$ cat src/rtl/ccul_pkg.sv
// package for the coprime counter: widths and limits
// no dependencies
package ccul_pkg;
  localparam int unsigned ValueBitsDef = 32;
  localparam int unsigned PrimeBoundDef = 65536;
  localparam int unsigned MaxFactorsDef = 9;
  localparam int unsigned DataW = 32;
endpackage

$ cat src/rtl/ccul_div.sv
// restoring divider, one quotient bit per cycle
// depends on ccul_pkg
module ccul_div (
  input  logic                       clk_i,
  input  logic                       rst_ni,
  input  logic                       start_i,
  input  logic [ccul_pkg::DataW-1:0] num_i,
  input  logic [ccul_pkg::DataW-1:0] den_i,
  output logic                       done_o,
  output logic [ccul_pkg::DataW-1:0] quo_o,
  output logic [ccul_pkg::DataW-1:0] rem_o
);
  localparam int unsigned W = ccul_pkg::DataW;
  logic [W-1:0] q_q, r_q, d_q;
  logic [5:0] cnt_q;
  logic busy_q, done_q;
  logic [W:0] sh, diff;

  assign sh   = {r_q, q_q[W-1]};
  assign diff = sh - {1'b0, d_q};

  always_ff @(posedge clk_i or negedge rst_ni) begin
    if (!rst_ni) begin
      busy_q <= 1'b0;
      done_q <= 1'b0;
      cnt_q  <= '0;
    end else begin
      done_q <= 1'b0;
      if (start_i) begin
        busy_q <= 1'b1;
        cnt_q  <= 6'(W);
        q_q    <= num_i;
        r_q    <= '0;
        d_q    <= den_i;
      end else if (busy_q) begin
        if (!diff[W]) begin
          r_q <= diff[W-1:0];
          q_q <= {q_q[W-2:0], 1'b1};
        end else begin
          r_q <= sh[W-1:0];
          q_q <= {q_q[W-2:0], 1'b0};
        end
        cnt_q <= cnt_q - 6'd1;
        if (cnt_q == 6'd1) begin
          busy_q <= 1'b0;
          done_q <= 1'b1;
        end
      end
    end
  end

  assign done_o = done_q;
  assign quo_o  = q_q;
  assign rem_o  = r_q;
endmodule

$ cat config.mk
export PLATFORM = sky130hd
export DESIGN_NAME = ccul_div
export DESIGN_NICKNAME = d
export VERILOG_FILES = /design/src/rtl/ccul_pkg.sv /design/src/rtl/ccul_div.sv
export SDC_FILE = /design/constraint.sdc
export NUM_CORES = 1
export LEC_CHECK = 0
export ABC_CLOCK_PERIOD_IN_PS = 7750
export BUFFER_PORTS_ARGS = -buffer_cell sky130_fd_sc_hd__buf_2
export CAP_MARGIN = 15
export CORE_ASPECT_RATIO = 1.4
export CORE_MARGIN = 1.5
export CORE_UTILIZATION = 24
export DETAILED_ROUTE_END_ITERATION = 8
export HOLD_SLACK_MARGIN = 0.05
export PLACE_DENSITY = 0.47
export SYNTH_ARGS = -nofsm -noshare
export SYNTH_HDL_FRONTEND = slang
export SYNTH_SLANG_ARGS = --single-unit
$ cat constraint.sdc
create_clock -name clk_i -period 7.75 [get_ports clk_i]
set_input_delay 2.325 -clock clk_i [delete_from_list [all_inputs] [get_ports clk_i]]
set_output_delay 2.325 -clock clk_i [all_outputs]
set_load 0.02 [all_outputs]
# [Word-level counts from Yosys, hierarchy flattened]
# Index checks and enable logic that the tools add are counted.
[classes] add_sub_neg=2 n_eq_ne=1 n_mux=13 n_reduce_logical=3
[ops] cell="32-bit two-way mux" count=4
[ops] cell="33-bit by 32-bit subtractor with 33-bit output" count=1
[ops] cell="6-bit two-way mux" count=2
[ops] cell="1-bit two-way mux" count=7
[ops] cell="6-bit by 1-bit equality test with 1-bit output, second input constant" count=1
[ops] cell="6-bit by 1-bit subtractor with 6-bit output, second input constant" count=1
[ops] cell="2-bit AND reduction" count=2
[ops] cell="2-bit nonzero test" count=1
[totals] register_bits=104 inputBits=67 elab_cells=25

# [Logic depth before layout (Yosys ltp)]
[logic_depth] depth_word=4 ltp_mapped=13

# [Worst setup path after synthesis]
# OpenSTA, ideal clock, no wires.
[synth_timing] path_type="input port to flip-flop" startpoint="input port start_i" endpoint="register q_q[0], in the netlist quo_o[0] (enable)" setup_time_ps=425 arrival_ps=4429 setup_slack_ps=2896 cell_stages=4 n_path_buf=2 cell_sequence="clkbuf_1 > clkbuf_1 > nor2_1 > nor2b_1"
[synth_between] elab_chain_cells=2
[synth_rtl] item="start: declaration" line="ccul_div.sv:6" source="input logic start_i,"
[synth_rtl] item="2-bit nonzero test (no source line)"
[synth_rtl] item="2-bit AND reduction (no source line)"
[synth_rtl] item="end signal: assignment" line="ccul_div.sv:32" source="q_q <= num_i;"
[synth_rtl] item="end signal: assignment" line="ccul_div.sv:38" source="q_q <= {q_q[W-2:0], 1'b1};"
[synth_rtl] item="end signal: assignment" line="ccul_div.sv:41" source="q_q <= {q_q[W-2:0], 1'b0};"
[synth_rtl] item="end: declaration" line="ccul_div.sv:14" source="logic [W-1:0] q_q, r_q, d_q;"
# Every way passes these cells.
# A chain may end at the register's enable or synchronous reset.

# [Worst setup path after layout]
[layout_timing] startpoint="register r_q[24], in the netlist rem_o[24]" endpoint="register r_q[0], in the netlist rem_o[0] (data pin)"
[layout_between] elab_chain_cells=3
[layout_rtl] item="start: declaration" line="ccul_div.sv:14"
[layout_rtl] item="start signal: assignment" line="ccul_div.sv:37" source="r_q <= diff[W-1:0];"
[layout_rtl] item="start signal: assignment" line="ccul_div.sv:40" source="r_q <= sh[W-1:0];"
[layout_rtl] item="33-bit by 32-bit subtractor with 33-bit output" line="ccul_div.sv:20" source="assign diff = sh - {1'b0, d_q};"
[layout_rtl] item="32-bit two-way mux" line="ccul_div.sv:36" source="if (!diff[W]) begin"
[layout_rtl] item="32-bit two-way mux" line="ccul_div.sv:35" source="end else if (busy_q) begin"
# Every way passes these cells.

==> metrics.txt <==
status=complete, but fails checks; failing checks=design-rule violations; die area=26980 um^2; CTS tree=done; first-pass GRT wire length=25830 um; Design Power=2.259 mW; Cells after Synth=584; DRC violations left=7; CTS sink cnt=104; unrepaired setup endpoints after global routing=false; worst path required time=7840 ps; skew final=15.62 ps; Routed WL per cell=15.91 um; fin crit period=4021 ps; pin count of the biggest net entering global routing=68; Hold/Removal Path Class=flop to flop; # nets final=809; DRT Pass-1 Iters=7; most frequent cells in the layout=buf_2, edfxtp_1, nor2_1; routability congestion estimate=0.7715; yosys warns=0; Routed Antenna Nets=0; Total GRT Usage=12.24%; IO Pins=132; EDFF count, synth=96; met1 Use GR=14.16%; worst setup margin=3729 ps; peak supply drop=0.1124 mV; Die Width=139.3 um; via/cell ratio=4.600; Synth Register Bits=104; final setup fails=0; data arrival time of the critical path=4110 ps; Final Cycle Share=51.88%; Mapped Avg Cell Area=10.68 um^2; top_reg_cell synth=edfxtp_1; layout cells sized above 1=27.39%; final hold violations=0; slew margin rel.=27.59%; via count=4743; Root Buffer=clkbuf_16; vias in the first global route=4784; commonest non-fill, non-tap cell in the layout=buf_2; met3 Track Usage GR=2.964%; H-tree Lvls=3; top cells by area, synth=edfxtp_1, ha_1, mux2_2; Max-Cap Viols=0; GR Util met2=21.63%; synthesized net count=686; Clock Pin Slew Worst Setup and Hold Paths=80 ps; Slew Limit Fails=0; GRT busiest layer=met2; CP endpoint kind=flop; Final HPWL DP=11850 um; initial antenna violation count=0; Setup TNS=0 ps; final wirelength=16410 um; Synth top area share=46.21%; Worst Setup Start Kind=flop; CTS-repair resized insts=0; Static Leak=3.267 nW; core region area=25470 um^2; P&R area growth vs syn=20.54%; ys async rst share=7.692%; Slew @ Worst Pin=1086 ps; hold_ws=530.0 ps; clk_lat worst skew=370 ps; Crit Path Class=flop to flop; Cell Area, Synth=6238 um^2; sequential cell area fraction in the yosys report=49.42%; number of diodes=0; global route overflow=0; pwr/cell area=300.4 nW/um^2; IO buf count=131; initial core utilization=24.50%; Synth cell types=59; FMAX=248.7 MHz; FILL cells=2710; die height=193.8 um; FP Rows=69; pre-CTS setup slack=3390 ps; Synth area leader=edfxtp_1; CTS max path bufs=2; hold buffers post-CTS=0; # Post-CTS Setup Buffers=0; drt initial violations=218; TritonCTS buffer count=9; CP Max Fanout=16
## critical path, stage by stage, from the launching register on
cell      delay (ps)
edfxtp_1         440
ha_1             420
a21o_1           210
a21oi_1          130
nor2_1            60
o41ai_1          530
mux2_2           440
or4_1            830
buf_4            340
mux2i_1          140
mux2i_1          130
nor2_1            50
## cells in the mapped netlist (7+ instances only)
cell	count
edfxtp_1	96
inv_1	49
mux2i_1	13
nor2_1	60
xnor2_1	18
o21ai_0	12
nor3_1	7
nand3_1	12
a21oi_1	37
clkbuf_1	15
a21o_1	15
nand4_1	7
nand2_1	55
xor2_1	9
a211oi_1	11
mux2_2	32
dfrtp_1	8
ha_1	34
a311oi_1	15
## registers in the layout, indices dropped and copies added (netlist names)
name    cells
d_q        32
quo_o      32
cnt_q       6
done_o      1
busy_q      1
rem_o      32
## through the flow
stage | std cells | instance area (um^2) | util [%]
after CTS | 1031 | 7520 | 29.53
after global placement | 1015 | 7239 | 28.43
after detailed placement | 1015 | 7239 | 28.43
after global routing | 1031 | 7520 | 29.53
final | 1031 | 7520 | 29.53
after floorplan | 584 | 6238 | -
## layout make-up
class	instances	area, um^2	area share, %
Timing Repair Buffer	136	693.2	9.218
Clock inverter	7	55.05	0.7321
Multi-Input combinational cell	406	2875	38.24
Sequential cell	104	3084	41.02
Inverter	50	187.7	2.496
Clock buffer	9	225.2	2.995
Tap cell	319	399.1	5.308
## power breakdown
group	total, mW	switching (mW)	internal, mW
sequential	0.823	0.0903	0.733
clock	0.450	0.228	0.222
combinational	0.985	0.575	0.410
## path summary, 6_finish.rpt
kind | start | slack, ps | to | cells after the start
setup reg to reg | rem_o[24] | 3730 | rem_o[0] | 11
hold reg to reg | cnt_q[4] | 530 | done_o | 1
hold / removal | cnt_q[4] | 530 | done_o | 1
min in group asynchronous | rst_ni | 2070 | cnt_q[5] | 2
max in group asynchronous | rst_ni | 5270 | busy_q | 2
setup / recovery | rem_o[24] | 3730 | rem_o[0] | 11
## layer usage
layer | wire length (um) | vias to the layer above | share of wire [%]
met2 | 8482 | 90 | 52
met4 | 296 | 0 | 1.8
met3 | 780 | 17 | 4.8
met5 | 0 | - | 0
met1 | 6847 | 2247 | 42
li1 | - | 2389 | -
## cell families (layout without fill, tap and decap cells)
group,after synthesis,after routing,synth area share [%]
flops,104,104,49.42
fa+ha+maj,35,35,7.140
simple gates,171,171,12.60
buf+inv,74,202,4.753
xor+xnor,27,27,3.791
compound gates,126,126,13.96
mux,47,47,8.343
Power figures use the tool's default switching activity.
